--- src/bbd_pkg.sv ---
// ----------------------------------------------------------------------------
// bbd_pkg: shared types and constants for the Bayer demosaic block
// Field widths, register map, reset values and the site classification.
// ----------------------------------------------------------------------------
package bbd_pkg;

  // fixed field widths
  localparam int RAW_W    = 10;
  localparam int COLOR_W  = 10;
  localparam int POS_W    = 12;
  localparam int DIM_W    = 13;

  // configuration port
  localparam int CFG_ADDR_W = 3;
  localparam int CFG_DATA_W = 32;

  localparam logic REG_FRAME_WIDTH  = 1'b0;
  localparam logic REG_FRAME_HEIGHT = 1'b1;

  localparam logic [DIM_W-1:0] FRAME_WIDTH_RST  = 13'd640;
  localparam logic [DIM_W-1:0] FRAME_HEIGHT_RST = 13'd480;

  // dimension limits applied when the registers are used
  localparam logic [DIM_W-1:0] DIM_MIN    = 13'd3;
  localparam logic [DIM_W-1:0] HEIGHT_MAX = 13'd4096;

  // front-to-back queue
  localparam int QUEUE_DEPTH = 4;
  localparam int QPTR_W      = 2;

  // color arrangement around the window center
  typedef enum logic [1:0] {
    SITE_BLUE    = 2'b00,
    SITE_RED     = 2'b01,
    SITE_GREEN_B = 2'b10,  // green on a blue row
    SITE_GREEN_R = 2'b11   // green on a red row
  } site_t;

  typedef struct packed {
    logic              emit;
    site_t             site;
    logic [POS_W-1:0]  col;
    logic [POS_W-1:0]  row;
    logic              last;
  } meta_t;

endpackage

--- src/bbd_queue.sv ---
// ----------------------------------------------------------------------------
// bbd_queue: short FIFO between front and back
// Four entries, full rate with simultaneous push and pop while not full.
// ----------------------------------------------------------------------------
module bbd_queue import bbd_pkg::*; #(
  parameter int DATA_W = 58
) (
  input  logic              clk,
  input  logic              rst_n,
  input  logic              push_valid,
  output logic              push_ready,
  input  logic [DATA_W-1:0] push_data,
  output logic              pop_valid,
  input  logic              pop_ready,
  output logic [DATA_W-1:0] pop_data
);

  logic [DATA_W-1:0] slot_r [QUEUE_DEPTH];
  logic [QPTR_W-1:0] wr_ptr_r, rd_ptr_r;
  logic [QPTR_W:0]   count_r, count_nxt;
  logic              do_push, do_pop;

  assign push_ready = (count_r != (QPTR_W+1)'(QUEUE_DEPTH));
  assign pop_valid  = (count_r != '0);
  assign do_push    = push_valid && push_ready;
  assign do_pop     = pop_valid && pop_ready;
  assign pop_data   = slot_r[rd_ptr_r];

  always_comb begin
    count_nxt = count_r;
    if (do_push && !do_pop) begin
      count_nxt = count_r + (QPTR_W+1)'(1);
    end else if (do_pop && !do_push) begin
      count_nxt = count_r - (QPTR_W+1)'(1);
    end
  end

  always_ff @(posedge clk) begin
    if (!rst_n) begin
      wr_ptr_r <= '0;
      rd_ptr_r <= '0;
      count_r  <= '0;
    end else begin
      count_r <= count_nxt;
      if (do_push) begin
        wr_ptr_r <= wr_ptr_r + QPTR_W'(1);
      end
      if (do_pop) begin
        rd_ptr_r <= rd_ptr_r + QPTR_W'(1);
      end
    end
  end

  always_ff @(posedge clk) begin
    if (do_push) begin
      slot_r[wr_ptr_r] <= push_data;
    end
  end

endmodule

--- config.mk ---
export PLATFORM = sky130hd
export DESIGN_NAME = bbd_queue
export DESIGN_NICKNAME = d
export VERILOG_FILES = /design/src/bbd_pkg.sv /design/src/bbd_queue.sv
export SDC_FILE = /design/constraint.sdc
export NUM_CORES = 1
export LEC_CHECK = 0
export ABC_AREA = 1
export BUFFER_PORTS_ARGS = -buffer_cell sky130_fd_sc_hd__clkbuf_2
export CAP_MARGIN = 30
export CELL_PAD_IN_SITES_DETAIL_PLACEMENT = 2
export CELL_PAD_IN_SITES_GLOBAL_PLACEMENT = 2
export CORE_ASPECT_RATIO = 0.5
export CORE_UTILIZATION = 36
export CTS_CLUSTER_SIZE = 25
export DETAILED_ROUTE_END_ITERATION = 6
export PLACE_DENSITY = 0.72
export SETUP_SLACK_MARGIN = 0.5
export SLEW_MARGIN = 20
export SYNTH_ARGS = -nofsm -noshare
export SYNTH_HDL_FRONTEND = slang
export SYNTH_SLANG_ARGS = --single-unit
--- constraint.sdc ---
create_clock -name clk -period 3.7 [get_ports clk]
set_input_delay 0.37 -clock clk [delete_from_list [all_inputs] [get_ports clk]]
set_output_delay 0.37 -clock clk [all_outputs]
set_load 0.02 [all_outputs]
==> impl_metrics.ini <==
[cts]
cts_tree = done
clock_latency_ps = 510
postCtsSetupBuffers = 0
cts_resized = 0
cts_sinks = 241
tritoncts.num_buffers = 22
cts_root_buffer = clkbuf_16
cts_hold_buffers = 0
htreeDepth = 1
cts_buffer_depth = 3
clk_pin_slew_ps = 70

[floorplan]
fp.dieArea_mm2 = 0.0261
rows = 40
coreArea_mm2 = 0.0245
start_util_pct = 37.4
die_w_um = 227
fp.dieH_um = 115
pin_count = 122

[final_layout]
nets = 816
areaGrowthSynthToFinish_pct = 17.8
fillers = 2404
most-common-layout-cells = edfxtp_1, clkbuf_2, nor2_1
final_common_cell = edfxtp_1
drive_gt1_share_pct = 23.6

[timing]
finalSetupViolCount = 0
maxSlewViolCount = 0
hold_viol = 0
hold_slack_ps = 76.6
tightest_slew_ps = 868
timing.slew.headroom_pct = 42.2
finalWorstSetupSlack_ps = 1020
rsz0062_at_grt = no
tns_ps = 0
period_share_pct = 72.3
finalCriticalPeriod_ps = 2680
max_freq_ghz = 0.374
finClkSkew_ps = 14.0

[routing]
firstDrtPassIters = 4
drc = 0
ant_nets = 0
highest_layer = met4
wl_mm = 23.8
wire_per_inst_um = 21.7
met3_length_um = 679
met2_length_mm = 12.6
via_count = 5567
drt_iter0_drc = 261
wl_met1_mm = 10.1
viasPerCell = 5.06

[grt]
groute.usage.overall_pct = 18.8
overflow = 0
antenna_found_initial = 1
grt_pass1_vias = 6360
grt_start_max_net_pins = 109
grt_pass1_wl_mm = 36.8

[synth]
synth_compound_area_share_pct = 10.7
ys_ff_latch = 241
synth-simple-area-share_pct = 6.53
netlist_instances = 629
ys_seq_area_share_pct = 78.1
netlist_area_mm2 = 0.00915
synthAdderAreaFrac_pct = 0.903
synth_top_cell_area_share_pct = 76.2
synth_top_family_by_area = compound AO/OA/AOI/OAI gates
synth_xor_xnor_area_share_pct = 0.0958
muxShareOfSynthArea_pct = 0
yosysWarnings = 0
synth.largest_area_cell = edfxtp_1
synthTopCellsByArea = edfxtp_1, o21ai_0, nor2_1
synth_fp_nets = 697
syn_area_per_cell_um2 = 14.5
synth_cell_type_count = 26

[pwr]
max-vdd-ir-drop_mv = 0.281
power_leakage_uw = 0.00376
pwr_density_cell_mw_per_mm2 = 720
p_total_uw = 7750

[placed_design]
post-place-ws_ps = 1450
port-buffer-count = 121
dpl.hpwl_mm = 13.9
gp_congestion = 0.714

[setup_path]
critPathMaxFanout = 108
crit_arrival_ps = 2310
cp-end-kind = output port
r2r-end = count_r[1]
r2r_start = count_r[1]
path_class = register to output port
ff2ff_setup_slack_ps = 1480
r2r_cells = 9
worstPathRequired_ps = 3330
crit_path_start_kind = register

[min_path]
hold_start = push_data[40]
hold_end = slot_r[0][40]
hp-class = primary input to register
holdPathStages = 1

[run]
drv_cap = 0

[outcome]
outcome = completed
[layout make-up]
type	count	area, um2	share of cell area [%]
Multi-Input combinational cell	335	1690	15.7
Tap cell	336	420	3.90
Clock buffer	34	657	6.10
Clock inverter	5	45.0	0.418
Sequential cell	241	7150	66.4
Antenna cell	1	2.50	0.0232
Inverter	16	65.1	0.604
Timing Repair Buffer	132	738	6.85
[layer usage]
metal | track usage, % | up-vias
li1 | - | 2582
met1 | 22.6 | 2871
met2 | 34.9 | 76
met3 | 3.03 | 38
met4 | 5.59 | 0
met5 | 0 | -
[state kept, by name (all words and copies together) (netlist names), named ones only]
| signal | cells |
|---|---|
| count_r | 3 |
| rd_ptr_r | 2 |
| slot_r | 232 |
| wr_ptr_r | 2 |
[worst max path at each step]
stage | slack, ps | startpoint | cells after the start | endpoint
2_1_floorplan | -20 | count_r[0] | 4 | slot_r[0][0]
3_3_place_gp | 1590 | count_r[1] | 9 | count_r[1]
3_5_place_dp | 1450 | count_r[1] | 9 | count_r[1]
4_1_cts | 970 | register | 4 | pop_data[27]
5_1_grt | 880 | register | 5 | pop_data[44]
6_report | 1020 | register | 5 | pop_data[17]
[power breakdown]
part | switching, uW | total, uW | internal, uW
Sequential | 91.2 | 3410 | 3320
Combinational | 1520 | 2090 | 569
Clock | 966 | 2250 | 1290
[stage by stage]
stage / util, % / instance area (um2) / instances
floorplan: - / 9150 / 629
global placement: 41.1 / 10100 / 1060
detailed placement: 41.1 / 10100 / 1060
CTS: 44.0 / 10800 / 1099
global route: 44.0 / 10800 / 1100
finish: 44.0 / 10800 / 1100
[synth_stat cells, drive strengths merged]
master  number
o21ai      117
nand2       15
a21oi        3
buf         20
nand3b       1
inv         16
fa           1
xor2         1
o22ai       58
clkbuf      17
nor2       130
nand3        4
edfxtp     232
dfxtp        9
ha           5
[kinds of logic after synthesis]
logic type / Yosys count
DFF: 241
AOI/OAI and AO/OA: 178
and+or+nand+nor: 150
buffers and inverters: 53
adders and majority gates: 6
xor gates and xnor gates: 1
[critical path, cell delays in order (launching register included)]
cell	delay (ps)
dfxtp_4	360
inv_6	570
buf_4	260
o21ai_0	100
o22ai_1	200
clkbuf_2	220
(Power assumes the default switching activity.)
