===== src/bbd_pkg.sv =====
// ----------------------------------------------------------------------------
// bbd_pkg: shared types and constants for the Bayer demosaic block
// Field widths, register map, reset values and the site classification.
// ----------------------------------------------------------------------------
package bbd_pkg;

  // fixed field widths
  localparam int RAW_W    = 10;
  localparam int COLOR_W  = 10;
  localparam int POS_W    = 12;
  localparam int DIM_W    = 13;

  // configuration port
  localparam int CFG_ADDR_W = 3;
  localparam int CFG_DATA_W = 32;

  localparam logic REG_FRAME_WIDTH  = 1'b0;
  localparam logic REG_FRAME_HEIGHT = 1'b1;

  localparam logic [DIM_W-1:0] FRAME_WIDTH_RST  = 13'd640;
  localparam logic [DIM_W-1:0] FRAME_HEIGHT_RST = 13'd480;

  // dimension limits applied when the registers are used
  localparam logic [DIM_W-1:0] DIM_MIN    = 13'd3;
  localparam logic [DIM_W-1:0] HEIGHT_MAX = 13'd4096;

  // front-to-back queue
  localparam int QUEUE_DEPTH = 4;
  localparam int QPTR_W      = 2;

  // color arrangement around the window center
  typedef enum logic [1:0] {
    SITE_BLUE    = 2'b00,
    SITE_RED     = 2'b01,
    SITE_GREEN_B = 2'b10,  // green on a blue row
    SITE_GREEN_R = 2'b11   // green on a red row
  } site_t;

  typedef struct packed {
    logic              emit;
    site_t             site;
    logic [POS_W-1:0]  col;
    logic [POS_W-1:0]  row;
    logic              last;
  } meta_t;

endpackage


===== src/bbd_if.sv =====


interface bbd_out_if import bbd_pkg::*; ();
  logic               valid;
  logic               ready;
  logic [COLOR_W-1:0] red;
  logic [COLOR_W-1:0] green;
  logic [COLOR_W-1:0] blue;
  logic [POS_W-1:0]   pixel_column;
  logic [POS_W-1:0]   pixel_row;
  logic               frame_last;

  modport source (output valid, red, green, blue, pixel_column, pixel_row, frame_last,
                  input ready);
  modport sink   (input valid, red, green, blue, pixel_column, pixel_row, frame_last,
                  output ready);
endinterface


===== src/bbd_back.sv =====
// ----------------------------------------------------------------------------
// bbd_back: 3x3 window and bilinear interpolation
// Shifts each record into the window and registers the RGB result.
// ----------------------------------------------------------------------------
module bbd_back import bbd_pkg::*; #(
  parameter int SAMPLE_BITS = 10,
  parameter int SBITS       = (SAMPLE_BITS < RAW_W) ? SAMPLE_BITS : RAW_W,
  parameter int REC_W       = 3 * SBITS + $bits(meta_t)
) (
  input  logic             clk,
  input  logic             rst_n,
  input  logic             pop_valid,
  output logic             pop_ready,
  input  logic [REC_W-1:0] pop_data,
  bbd_out_if.source        out_word
);

  logic [SBITS-1:0] win_r [3][3];
  logic [SBITS-1:0] win_nxt [3][3];

  logic [SBITS-1:0] top, mid, sample;
  meta_t            meta;
  logic             pop;

  logic [SBITS+1:0] edge_sum, diag_sum;
  logic [SBITS:0]   hsum, vsum;
  logic [SBITS-1:0] edge_avg, diag_avg, hav, vav, here;
  logic [SBITS-1:0] red_c, green_c, blue_c;

  logic               out_valid_r, out_valid_nxt;
  logic [COLOR_W-1:0] red_r, green_r, blue_r;
  logic [POS_W-1:0]   col_r, row_r;
  logic               last_r;

  assign {top, mid, sample, meta} = pop_data;

  assign pop_ready = !out_valid_r || out_word.ready;
  assign pop       = pop_valid && pop_ready;

  always_comb begin
    for (int i = 0; i < 3; i++) begin
      win_nxt[i][0] = win_r[i][1];
      win_nxt[i][1] = win_r[i][2];
    end
    win_nxt[0][2] = top;
    win_nxt[1][2] = mid;
    win_nxt[2][2] = sample;
  end

  always_comb begin
    edge_sum = (SBITS+2)'(win_nxt[0][1]) + (SBITS+2)'(win_nxt[2][1]) +
               (SBITS+2)'(win_nxt[1][0]) + (SBITS+2)'(win_nxt[1][2]);
    diag_sum = (SBITS+2)'(win_nxt[0][0]) + (SBITS+2)'(win_nxt[0][2]) +
               (SBITS+2)'(win_nxt[2][0]) + (SBITS+2)'(win_nxt[2][2]);
    hsum     = (SBITS+1)'(win_nxt[1][0]) + (SBITS+1)'(win_nxt[1][2]);
    vsum     = (SBITS+1)'(win_nxt[0][1]) + (SBITS+1)'(win_nxt[2][1]);
    edge_avg = edge_sum[SBITS+1:2];
    diag_avg = diag_sum[SBITS+1:2];
    hav      = hsum[SBITS:1];
    vav      = vsum[SBITS:1];
    here     = win_nxt[1][1];

    case (meta.site)
      SITE_RED: begin
        red_c = here;  green_c = edge_avg; blue_c = diag_avg;
      end
      SITE_BLUE: begin
        red_c = diag_avg; green_c = edge_avg; blue_c = here;
      end
      SITE_GREEN_B: begin
        red_c = vav; green_c = here; blue_c = hav;
      end
      SITE_GREEN_R: begin
        red_c = hav; green_c = here; blue_c = vav;
      end
      default: begin
        red_c = here; green_c = here; blue_c = here;
      end
    endcase
  end

  always_comb begin
    if (pop) begin
      out_valid_nxt = meta.emit;
    end else begin
      out_valid_nxt = out_valid_r && !out_word.ready;
    end
  end

  always_ff @(posedge clk) begin
    if (!rst_n) begin
      out_valid_r <= 1'b0;
      for (int i = 0; i < 3; i++) begin
        for (int j = 0; j < 3; j++) begin
          win_r[i][j] <= '0;
        end
      end
    end else begin
      out_valid_r <= out_valid_nxt;
      if (pop) begin
        win_r <= win_nxt;
      end
    end
  end

  always_ff @(posedge clk) begin
    if (pop && meta.emit) begin
      red_r   <= COLOR_W'(red_c);
      green_r <= COLOR_W'(green_c);
      blue_r  <= COLOR_W'(blue_c);
      col_r   <= meta.col;
      row_r   <= meta.row;
      last_r  <= meta.last;
    end
  end

  assign out_word.valid        = out_valid_r;
  assign out_word.red          = red_r;
  assign out_word.green        = green_r;
  assign out_word.blue         = blue_r;
  assign out_word.pixel_column = col_r;
  assign out_word.pixel_row    = row_r;
  assign out_word.frame_last   = last_r;

endmodule


===== src/flat_wrapper.sv =====
// flat-port wrapper written by rule: the top's interface ports become plain ports
module bbd_back_flat import bbd_pkg::*;
#(
  parameter int SAMPLE_BITS = 10,
  parameter int SBITS       = (SAMPLE_BITS < RAW_W) ? SAMPLE_BITS : RAW_W,
  parameter int REC_W       = 3 * SBITS + $bits(meta_t)
)
  (clk, rst_n, pop_valid, pop_ready, pop_data, out_word_valid, out_word_red, out_word_green, out_word_blue, out_word_pixel_column, out_word_pixel_row, out_word_frame_last, out_word_ready);
  bbd_out_if out_word_i ();
  input  logic clk;
  input  logic rst_n;
  input  logic pop_valid;
  output logic pop_ready;
  input  logic [REC_W-1:0] pop_data;
  output wire logic [$bits(out_word_i.valid)-1:0] out_word_valid;
  output wire logic [$bits(out_word_i.red)-1:0] out_word_red;
  output wire logic [$bits(out_word_i.green)-1:0] out_word_green;
  output wire logic [$bits(out_word_i.blue)-1:0] out_word_blue;
  output wire logic [$bits(out_word_i.pixel_column)-1:0] out_word_pixel_column;
  output wire logic [$bits(out_word_i.pixel_row)-1:0] out_word_pixel_row;
  output wire logic [$bits(out_word_i.frame_last)-1:0] out_word_frame_last;
  input wire logic [$bits(out_word_i.ready)-1:0] out_word_ready;
  assign out_word_valid = out_word_i.valid;
  assign out_word_red = out_word_i.red;
  assign out_word_green = out_word_i.green;
  assign out_word_blue = out_word_i.blue;
  assign out_word_pixel_column = out_word_i.pixel_column;
  assign out_word_pixel_row = out_word_i.pixel_row;
  assign out_word_frame_last = out_word_i.frame_last;
  assign out_word_i.ready = out_word_ready;
  bbd_back #(.SAMPLE_BITS(SAMPLE_BITS), .SBITS(SBITS), .REC_W(REC_W)) u_core (.clk(clk), .rst_n(rst_n), .pop_valid(pop_valid), .pop_ready(pop_ready), .pop_data(pop_data), .out_word(out_word_i));
endmodule

===== config.mk =====
export PLATFORM = sky130hd
export DESIGN_NAME = bbd_back_flat
export DESIGN_NICKNAME = d
export VERILOG_FILES = /design/src/bbd_pkg.sv /design/src/bbd_if.sv /design/src/bbd_back.sv /design/src/flat_wrapper.sv
export SDC_FILE = /design/constraint.sdc
export NUM_CORES = 1
export LEC_CHECK = 0
export ABC_AREA = 0
export BUFFER_PORTS_ARGS = -buffer_cell sky130_fd_sc_hd__clkbuf_2
export CAP_MARGIN = 20
export CORE_MARGIN = 10
export CORE_UTILIZATION = 62
export DETAILED_ROUTE_END_ITERATION = 10
export PLACE_DENSITY_LB_ADDON = 0.15
export SYNTH_ARGS = -nofsm -noshare
export SYNTH_HDL_FRONTEND = slang
export SYNTH_SLANG_ARGS = --single-unit

===== constraint.sdc =====
create_clock -name clk -period 10.19 [get_ports clk]
set_clock_uncertainty 0.2 [all_clocks]
set_input_delay 2.038 -clock clk [delete_from_list [all_inputs] [get_ports clk]]
set_output_delay 2.038 -clock clk [all_outputs]
set_load 0.05 [all_outputs]

==> flow_summary.json <==
{
  "antenna_found_initial": 0,
  "drv_slew": 0,
  "route.detailed.drc": 0,
  "cts_setup_buffers": 0,
  "post_dp_cell_area_sq_um": 7790,
  "syn_nets": 893,
  "synth_top_cell_area_share": 0.2323,
  "grt_pass1_vias": 6063,
  "htree_levels": 4,
  "cpLargestDelayFamily": "adder cells",
  "status": "complete, no violations",
  "ios": 119,
  "gp_congestion": 0.9279,
  "port_buffers": 118,
  "drt_wl_total_um": 18140,
  "numCtsBuffers": 17,
  "slowest_stage": "fa_1",
  "crit_chain": "clkbuf_2, ha_1, fa_1, a21o_1, a21oi_1, nor2b_1, o21a_1, o41ai_1, xor2_1, fa_1, inv_1, ha_1, o21a_1, nor2_1, or2_2, xnor2_1, mux4_2",
  "clock_latency_ps": 420,
  "fin_nets": 1005,
  "pre_cts_slack_ps": 3717,
  "diodes": 0,
  "rr_worst_depth": 16,
  "synth_top_cell_by_area": "edfxtp_1",
  "synth_edf_count": 55,
  "fmax_ghz": 0.1642,
  "drtAntennaViolNets": 0,
  "synth_flop_cell": "dfxtp_1",
  "min_path_type": "reg -> reg",
  "avgSynthCellArea_sq_um": 9.368,
  "min_period_ps": 6092,
  "grt_max_degree": 62,
  "root_buffer": "clkbuf_16",
  "cts_resized": 0,
  "ys_types": 53,
  "critPathMaxFanout": 3,
  "drt_iter0_drc": 479,
  "cts.sinks": 116,
  "grt_usage": 0.2226,
  "fin_area_sq_um": 8451,
  "setup_violations": 0,
  "via_count": 5905,
  "cp_data_required_time_ps": 10150,
  "drive_above_1_share": 0.1991,
  "tightest_slew_ps": 1016,
  "yosysSeqAreaShare": 0.4040,
  "synth-async-reset-ratio": 0,
  "clkTransAtPathRegs_ps": 60,
  "path_buf_inv": 2,
  "syn_inst": 759,
  "cts_tree": "yes",
  "via_per_inst": 5.750,
  "hold_path_depth": 2,
  "leakage_nw": 3.778,
  "dp_hpwl_um": 13230,
  "worst_hold_slack_ps": 269.7,
  "clk_path_buf_depth": 2,
  "grt_pass1_wl_um": 29410,
  "start_util": 0.6281,
  "worstSetupStartpointType": "input pin",
  "cellPowerDensity_nw_per_um2": 181.5,
  "die_h_um": 127.1,
  "synth_commonest_cells": "nand2_1 (149), inv_1 (79), a21boi_0 (63)",
  "hold_viol_final": 0,
  "ys_warn_count": 0,
  "synthToLayoutAreaGrowth_pct": 18.85,
  "cts_hold_buf": 0,
  "drt_first_pass_iters": 6,
  "overflow": 0,
  "peakVddDrop_uv": 122.7,
  "coreArea_sq_um": 11320,
  "yosysMostFrequentCell": "nand2_1",
  "crit_type": "in -> reg",
  "rows": 39,
  "die_width_um": 127.1,
  "setup_tns_ps": 0,
  "maxCapViolations": 0,
  "endpoint_kind": "flip-flop",
  "synth.area.top_cells": "edfxtp_1 (23%), dfxtp_1 (17%), ha_1 (8.6%)",
  "relSlewSlack": 0.3226,
  "ys_ff_latch": 116,
  "finalCritPeriodShare": 0.5978,
  "final_util": 0.7465,
  "fp.dieArea_sq_um": 16150,
  "critical_path_depth": 17,
  "crit_arrival_ps": 6050,
  "rsz0062_at_grt": "false",
  "synth_area_sq_um": 7111,
  "setup_slack_ps": 4098,
  "critical_path.max_stage_delay_ps": 510,
  "wl_per_cell_um": 17.66
}
==> state kept, by name, summed over array words and instances (netlist names) <==
signal,flops
u_core.here,10
u_core.out_word.blue,10
u_core.out_word.frame_last,1
u_core.out_word.green,10
u_core.out_word.pixel_column,12
u_core.out_word.pixel_row,12
u_core.out_word.red,10
u_core.out_word.valid,1
u_core.win_nxt,50
==> layout by cell type, fill, tap and decap left out, drive strengths merged, types with 4 or more instances in the layout <==
master / instances
edfxtp: 55
dfxtp: 61
mux2: 9
buf: 4
ha: 49
nor3: 14
xor2: 18
clkinv: 5
mux2i: 11
a21boi: 63
inv: 86
nand3: 5
a21oi: 34
xnor2: 14
o31ai: 4
nand2b: 4
a2111oi: 5
o211ai: 6
nor2: 30
fa: 23
or2: 5
clkbuf: 135
o21a: 4
a211oi: 6
o21ai: 26
a21o: 11
nand2: 149
==> kinds of logic after synthesis <==
group | count (synthesis) | synth area share
fa+ha+maj | 72 | 0.1510
simple gates | 222 | 0.1297
mux | 23 | 0.03924
compound gates | 185 | 0.1791
buf+inv | 109 | 0.05754
xor+xnor | 32 | 0.03942
flops | 116 | 0.4040
==> routing by layer <==
| layer | GRT usage | share of wire |
|---|---|---|
| met1 | 0.2607 | 0.41 |
| met2 | 0.3779 | 0.50 |
| met3 | 0.05666 | 0.073 |
| met4 | 0.09846 | 0.025 |
| met5 | 0 | 0 |
==> path summary, 6_finish.rpt <==
| path | to | slack (ps) | from |
|---|---|---|---|
| worst max-delay path | u_core.out_word.red[7]$_DFFE_PP_ | 4100 | pop_data[48] |
| worst min-delay path | u_core.win_nxt[25]$_SDFFE_PN0P_ | 270 | u_core.win_nxt[25]$_SDFFE_PN0P_ |
| worst max register to register | u_core.out_word.red[7]$_DFFE_PP_ | 5470 | u_core.win_nxt[80]$_SDFFE_PN0P_ |
| worst min register to register | u_core.win_nxt[25]$_SDFFE_PN0P_ | 270 | u_core.win_nxt[25]$_SDFFE_PN0P_ |
==> per-stage QoR <==
stage / instances / total power [mW]
2_1_floorplan: 759 / 0.8099
3_3_place_gp: 993 / 0.8889
3_5_place_dp: 993 / 0.9030
4_1_cts: 1025 / 1.534
5_1_grt: 1027 / 1.598
6_report: 1027 / 1.534
==> worst reg2reg max path, delay by kind of cell (launching register included) <==
| family | cells | cell delay (ps) |
|---|---|---|
| buffers and inverters | 1 | 40 |
| AND/OR/NAND/NOR | 3 | 450 |
| AO/OA/AOI/OAI | 5 | 1170 |
| adder cells (fa/ha/maj) | 4 | 1510 |
| XOR/XNOR | 2 | 290 |
| multiplexers | 1 | 460 |
| flip-flops | 1 | 350 |
==> layout make-up <==
class	instances	area [sq um]
Fill cell	796	2870
Clock inverter	15	195.2
Clock buffer	17	425.4
Timing Repair Buffer	122	645.6
Tap cell	143	178.9
Inverter	80	300.3
Multi-Input combinational cell	534	3832
Sequential cell	116	2873
==> power breakdown <==
| part | switching, mW | internal (mW) |
|---|---|---|
| registers | 0.0147 | 0.522 |
| clock network | 0.238 | 0.392 |
| logic | 0.233 | 0.135 |
| total | 0.485 | 1.05 |
No activity file was read; power rests on OpenSTA's default activity.
